[config.mk]
export PLATFORM = sky130hd
export DESIGN_NAME = uvc_ctrl
export DESIGN_NICKNAME = d
export VERILOG_FILES = /design/src/rtl/core/uvc_pkg.sv /design/src/rtl/core/uvc_ctrl.sv
export SDC_FILE = /design/constraint.sdc
export NUM_CORES = 1
export LEC_CHECK = 0
export ABC_CLOCK_PERIOD_IN_PS = 2350
export BUFFER_PORTS_ARGS = -buffer_cell sky130_fd_sc_hd__buf_2
export CORE_AREA = 2 2 59 61
export CTS_CLUSTER_DIAMETER = 120
export DETAILED_ROUTE_END_ITERATION = 10
export DIE_AREA = 0 0 61 63
export GPL_TIMING_DRIVEN = 0
export HOLD_SLACK_MARGIN = 0.15
export PLACE_DENSITY = 0.45
export SLEW_MARGIN = 20
export SYNTH_ARGS = -nofsm -noshare
export SYNTH_HDL_FRONTEND = slang
export SYNTH_SLANG_ARGS = --single-unit
export TNS_END_PERCENT = 20
[constraint.sdc]
create_clock -name clk -period 2.35 [get_ports clk]
set_input_delay 0.3525 -clock clk [delete_from_list [all_inputs] [get_ports clk]]
set_output_delay 0.3525 -clock clk [all_outputs]
set_load 0.02 [all_outputs]
[src/rtl/core/uvc_pkg.sv]
// uvc_pkg: shared widths, request codes and controller/datapath bundles
// for the unused vertex compaction block; depends on nothing
package uvc_pkg;

  localparam int MAX_VERTICES = 4096;
  localparam int IDX_W        = $clog2(MAX_VERTICES);
  localparam int CNT_W        = IDX_W + 1;
  localparam int REQ_W        = 3;
  localparam int TRI_CORNERS  = 3;
  localparam int SEL_W        = 2;

  localparam logic [REQ_W-1:0] REQ_CLEAR = 3'd0;
  localparam logic [REQ_W-1:0] REQ_MARK  = 3'd1;
  localparam logic [REQ_W-1:0] REQ_FIN   = 3'd2;
  localparam logic [REQ_W-1:0] REQ_REMAP = 3'd3;
  localparam logic [REQ_W-1:0] REQ_QUERY = 3'd4;

  typedef struct packed {
    logic             latch_in;   // capture the accepted request
    logic             clr_step;   // write zero at sweep index, advance
    logic             mark_step;  // set used flag of selected corner
    logic             fin_step;   // one step of the rank walk
    logic             use_q;      // rank read address is the query vertex
    logic [SEL_W-1:0] sel;        // corner picked for write or read
    logic             rank_cap;   // capture rank data into remap slot
    logic [SEL_W-1:0] cap_slot;   // slot that the capture fills
    logic             q_cap;      // capture query read data
    logic             load_out;   // move the result into the output register
  } cmd_t;

  typedef struct packed {
    logic sweep_last;  // clearing sweep is at the last entry
    logic fin_done;    // rank walk finished, total is final
  } status_t;

endpackage

[src/rtl/core/uvc_ctrl.sv]
// uvc_ctrl: request sequencer for clear, mark, finalize, remap and query
// depends on uvc_pkg
module uvc_ctrl (
  input  logic                      clk,
  input  logic                      rst_n,
  input  logic                      in_valid,
  output logic                      in_ready,
  input  logic [uvc_pkg::REQ_W-1:0] in_req_type,
  output logic                      out_valid,
  input  logic                      out_ready,
  output uvc_pkg::cmd_t             cmd,
  input  uvc_pkg::status_t          status
);
  import uvc_pkg::*;

  typedef enum logic [7:0] {
    ST_INIT  = 8'b0000_0001,
    ST_IDLE  = 8'b0000_0010,
    ST_CLR   = 8'b0000_0100,
    ST_MARK  = 8'b0000_1000,
    ST_FIN   = 8'b0001_0000,
    ST_REMAP = 8'b0010_0000,
    ST_QUERY = 8'b0100_0000,
    ST_RES   = 8'b1000_0000
  } state_t;

  localparam logic [SEL_W-1:0] LAST_CORNER = SEL_W'(TRI_CORNERS - 1);
  localparam logic [SEL_W-1:0] LAST_CAP    = SEL_W'(TRI_CORNERS);

  state_t           state_r, state_nxt;
  logic [SEL_W-1:0] step_r, step_nxt;
  logic             out_valid_r, out_valid_nxt;
  logic             in_fire;

  assign in_ready  = (state_r == ST_IDLE);
  assign in_fire   = in_valid && in_ready;
  assign out_valid = out_valid_r;

  always_comb begin
    state_nxt     = state_r;
    step_nxt      = step_r;
    out_valid_nxt = out_valid_r && !out_ready;
    cmd           = '0;
    unique case (state_r)
      ST_INIT, ST_CLR: begin
        cmd.clr_step = 1'b1;
        if (status.sweep_last) begin
          state_nxt = ST_IDLE;
        end
      end
      ST_IDLE: begin
        step_nxt = '0;
        if (in_fire) begin
          cmd.latch_in = 1'b1;
          unique case (in_req_type)
            REQ_CLEAR: state_nxt = ST_CLR;
            REQ_MARK:  state_nxt = ST_MARK;
            REQ_FIN:   state_nxt = ST_FIN;
            REQ_REMAP: state_nxt = ST_REMAP;
            REQ_QUERY: state_nxt = ST_QUERY;
            default:   state_nxt = ST_IDLE;
          endcase
        end
      end
      ST_MARK: begin
        cmd.mark_step = 1'b1;
        cmd.sel       = step_r;
        step_nxt      = step_r + SEL_W'(1);
        if (step_r == LAST_CORNER) begin
          state_nxt = ST_RES;
        end
      end
      ST_REMAP: begin
        // read one corner a cycle, capture the one read the cycle before
        cmd.sel      = step_r;
        cmd.rank_cap = (step_r != '0);
        cmd.cap_slot = step_r - SEL_W'(1);
        step_nxt     = step_r + SEL_W'(1);
        if (step_r == LAST_CAP) begin
          state_nxt = ST_RES;
        end
      end
      ST_QUERY: begin
        cmd.use_q = 1'b1;
        cmd.q_cap = (step_r != '0);
        step_nxt  = step_r + SEL_W'(1);
        if (step_r != '0) begin
          state_nxt = ST_RES;
        end
      end
      ST_FIN: begin
        cmd.fin_step = 1'b1;
        if (status.fin_done) begin
          state_nxt = ST_RES;
        end
      end
      ST_RES: begin
        if (!out_valid_r || out_ready) begin
          cmd.load_out  = 1'b1;
          out_valid_nxt = 1'b1;
          state_nxt     = ST_IDLE;
        end
      end
      default: begin
        state_nxt = ST_IDLE;
      end
    endcase
  end

  always_ff @(posedge clk) begin
    if (!rst_n) begin
      state_r     <= ST_INIT;
      step_r      <= '0;
      out_valid_r <= 1'b0;
    end else begin
      state_r     <= state_nxt;
      step_r      <= step_nxt;
      out_valid_r <= out_valid_nxt;
    end
  end

endmodule

Yosys cells after proc, flatten, opt, wreduce, memory -nomap -nowiden

Cells that the tools add are included.

Word-level logic and storage cells: 61
Memory bits (writable): 0
Memories: 0
Bits in registers: 11
Output and inout port bits: 14
Bits in latches: 0
Memory bits (read-only): 0
Input bits: 9

Muxes and demuxes: 23
Div/mod/pow operators: 0
$mul: 0
Reduce and logical (&&, ||, !) cells: 12
Shifts and indexed selects: 0
Equality and inequality tests: 21
$add $sub $neg: 2
Magnitude comparators: 0
Bitwise logic cells: 0

Operators with widths:

| kind               | number |
|---|---|
| $mux 8             | 7 |
| $pmux 8 s7         | 1 |
| $pmux 7 s5         | 1 |
| $ne 2x2->1 const B | 6 |
| $mux 1             | 11 |
| $eq 8x1->1 const B | 1 |
| $eq 8x2->1 const B | 1 |
| $eq 8x3->1 const B | 1 |
| $eq 8x4->1 const B | 1 |
| $eq 8x5->1 const B | 1 |
| $eq 8x6->1 const B | 1 |
| $eq 8x7->1 const B | 1 |
| $eq 8x8->1 const B | 1 |
| $reduce_and 7->1   | 1 |
| $eq 3x2->1 const B | 2 |
| $eq 2x2->1 const B | 2 |
| $pmux 2 s2         | 1 |
| $reduce_bool 2->1  | 2 |
| $reduce_or 2->1    | 2 |
| $eq 3x1->1 const B | 1 |
| $eq 3x3->1 const B | 1 |
| $logic_not 3->1    | 1 |
| $mux 3             | 1 |
| $reduce_or 3->1    | 1 |
| other kinds (7)    | 9 |

Logic depth before layout (Yosys ltp)

Depth after elaboration: 4
Depth in mapped cells: 7
Mapped depth without buffers: 7

Worst setup path before layout

OpenSTA, ideal clock, no wires.

Path kind: reg2out
From: register state_r[5]
To: output port cmd[1] in the netlist's numbering
Path slack: 197 ps
Path buffers: 2
Cell stages (with the launch flop): 6
Arrival time: 1801 ps
Data required time: 1997 ps
Path through: dfxtp_1 > clkbuf_1 > nor4_1 > and4b_1 > clkbuf_1 > nor2b_1

RTL lines:

| element                | line            | text |
|---|---|---|
| from (decl)            | uvc_ctrl.sv:30  | `state_t state_r, state_nxt;` |
| from (signal assigned) | uvc_ctrl.sv:116 | `state_r <= state_nxt;` |
| to (decl)              | uvc_ctrl.sv:11  | `output uvc_pkg::cmd_t cmd,` |

==> results by group <==
Run status
  • Outcome: complete, no violations

Route
  • Detailed-router iteration count before antenna repair: 4
  • DRT antenna net count: 0
  • DR vias/cell: 4.54
  • Routed wl met2: about 920 um
  • Routed wire length: 1.98 mm
  • Via Count: 768
  • Routed length on met1: roughly 960 um
  • DRC viols: 0
  • Top sig layer: met4
  • Post-DR wirelength/cell: 11.7 um
  • Detail Route met3 WL: around 49 um
  • DRC marker count from the first detailed-route iteration: 54

Die
  • Core area: 3230 um2
  • Die width: 61 um
  • Chip height: ~63 um
  • Initial Util: 24.1%
  • DIE AREA: approximately 3800 um2
  • Top Ports: 23
  • Cell Rows: 21

Yosys
  • Synthesis Warnings: 0
  • Register area share after synthesis: between 20 and 30%
  • Largest family of logic cells by synthesized area: simple AND/OR/NAND/NOR gates
  • Syn avg cell area: 8.12 um2
  • Post-synth EDFFs: 0
  • Adder-cell share of the synthesized area: approximately 4.8%
  • Post-synthesis register bit count: 11
  • Synth Flop Type: dfxtp_1
  • Asr flop ratio synth: 0%
  • Simple-gate share of the synthesized area: a little over two fifths
  • Synth Instances: 96
  • Post-synthesis mux area share: roughly 2.6%
  • Synth cell types: 39
  • Synthesized area: roughly 780 um2
  • Syn_nets: 108
  • Synth Area in Compound Gates: between 10% and 20%
  • Synth Area in XOR/XNOR: 2.25%

Placement
  • Number of port buffers: 22
  • GP Congestion: approximately 0.71
  • Detail Placement HPWL: around 1.5 mm

Timing
  • Setup TNS: 0 ns
  • Worst-margin pin slew: 0.442 ns
  • Slew Viols, Final: 0
  • Final Critical Period: roughly 2.3 ns
  • Fmax: ~0.43 GHz
  • RSZ-0062 raised after global routing: yes
  • Crit share post-route: 99.9%
  • Clock Skew: 0.000260 ns
  • Max_slew headroom: 70.5%
  • Final count of hold timing violations: 0
  • Setup-failing EPs final: 0

Min path
  • Worst min-delay path class: in2reg

GRT
  • Maximum number of pins on one net before global-route repair: 11
  • Total track usage: between 10% and 20%
  • Vias in the first global route: between 700 and 800
  • Global-route wire length before repair: roughly 3.3 mm
  • Overflow after GRT: 0
  • Antenna violations before repair: 0

Flow run
  • Maxcap violations: 0

Pwr
  • Max IR drop VDD: 0.119 mV
  • Leakage power: 0.000451 uW
  • Pwr/cell area: about 420 nW/um2

Clock tree
  • Clock sink count: 11
  • Hold-fix buffers, CTS: 0
  • CTS root buf: clkbuf_4
  • Worst skew pair latency: roughly 0.27 ns
  • Clock-pin slew on the worst setup and hold paths: 0.07 ns
  • CTS tree: done
  • CTS Buf Count: 3
  • H-tree levels: 1
  • CTS Buffer Depth: 2

Final layout
  • Area of the multi-input gates: 558 um2
  • N_diodes: 0
  • # nets final: 136
  • Filler cells: between 300 and 400
  • Layout cells sized above 1: between 30% and 40%
  • Register area: 221 um2
  • Area Growth Syn to Fin: 34.7%
  • Core Util, Final: around a third

Critical path
  • CP Data Arrival Time: about 2 ns
  • Setup crit start kind: flip-flop
  • Crit path required time: about 2.0 ns
  • Kind of end point of the critical path: primary output
  • Crit-path max FO: 6
  • Reg2Reg Setup Slack: approximately 0.14 ns
  • Crit Path Category: reg2out
[critical path, cell delays in order (launching register included)]
cell	delay, ns
dfxtp_2	0.35
or4_4	0.53
buf_6	0.15
or3_4	0.35
inv_4	0.09
and2_4	0.15
buf_6	0.11
[logic make-up after synthesis]
kind of cell,after synthesis
muxes,2
buffers and inverters,10
and+or+nand+nor,52
xor gates and xnor gates,2
adders and majority gates,3
DFF,11
AOI/OAI and AO/OA,16
[synth_stat cells, types with 3 or more instances]
cell | count | area share (%)
a21boi_1 | 3 | 2.9
and2_1 | 4 | 3.2
clkbuf_1 | 3 | 1.4
dfxtp_1 | 11 | 28
ha_1 | 3 | 4.8
inv_1 | 5 | 2.4
nand2_1 | 7 | 3.4
nand2b_1 | 3 | 2.4
nand3_1 | 4 | 2.6
nand4b_1 | 3 | 3.4
nor2_1 | 11 | 5.3
nor4_1 | 3 | 2.4
o21ai_1 | 3 | 1.9
or3b_1 | 3 | 3.4
[layout make-up]
type | instances | area share, %
Tap cell | 46 | 5.48
Clock buffer | 4 | 2.50
Sequential cell | 11 | 21.1
Inverter | 6 | 2.38
Buffer | 2 | 1.43
Timing Repair Buffer | 25 | 13.9
Multi-Input combinational cell | 75 | 53.2
[final timing paths]
| check | from | endpoint | depth (start not counted) |
|---|---|---|---|
| setup / recovery | state_r[7] | cmd[11] | 6 |
| setup reg to reg | state_r[7] | state_r[4] | 7 |
| hold reg to reg | state_r[2] | state_r[2] | 2 |
| hold / removal | in_valid | state_r[1] | 2 |
[layer usage]
metal | GRT usage [%] | vias up
li1 | - | 396
met1 | 15.7 | 353
met2 | 16.4 | 14
met3 | 2.07 | 5
met4 | 6.52 | 0
met5 | 0 | -
[stage by stage]
stage / power [uW] / std cells / hold slack (ns) / setup WS [ns] / instance area (um2)
after floorplan: 260 / 96 / 0.448 / 0.197 / 779
after global placement: 288 / 164 / 0.499 / 0.0669 / 947
after detailed placement: 288 / 164 / 0.506 / 0.0517 / 947
after CTS: 438 / 170 / 0.294 / 0.00662 / 1030
after global routing: 470 / 169 / 0.291 / -0.0635 / 1050
final: 440 / 169 / 0.292 / 0.00327 / 1050
[layout by cell type, fill, tap and decap left out, types with 3 or more instances in the layout]
cell type,synthesis,routed
ha_1,3,3
inv_1,5,5
dfxtp_1,11,10
and2_1,4,3
nand2b_1,3,3
nand2_1,7,7
nor2_1,11,11
buf_2,1,18
nand4b_1,3,3
buf_4,0,6
nand3_1,4,4
o21ai_1,3,3
or3b_1,3,3
clkbuf_4,0,3
a21boi_1,3,3
[where the power goes]
| group | switching, uW | internal, uW |
|---|---|---|
| Combinational | 55.5 | 52.2 |
| Sequential | 9.71 | 192 |
| Clock | 65.4 | 65.8 |
| Total | 131 | 310 |
[registers in the layout (all words and copies together), names as in the netlist]
register   count
out_valid      1
state_r        8
step_r         2
[timing repair]
item	4_1_cts	5_1_grt
gates resized for setup	11	5
pin swaps	1	2
endpoints found under the hold margin	0	0
endpoints found under the setup margin	6	12
buffers inserted	2	1
No activity file was read; power rests on OpenSTA's default activity.
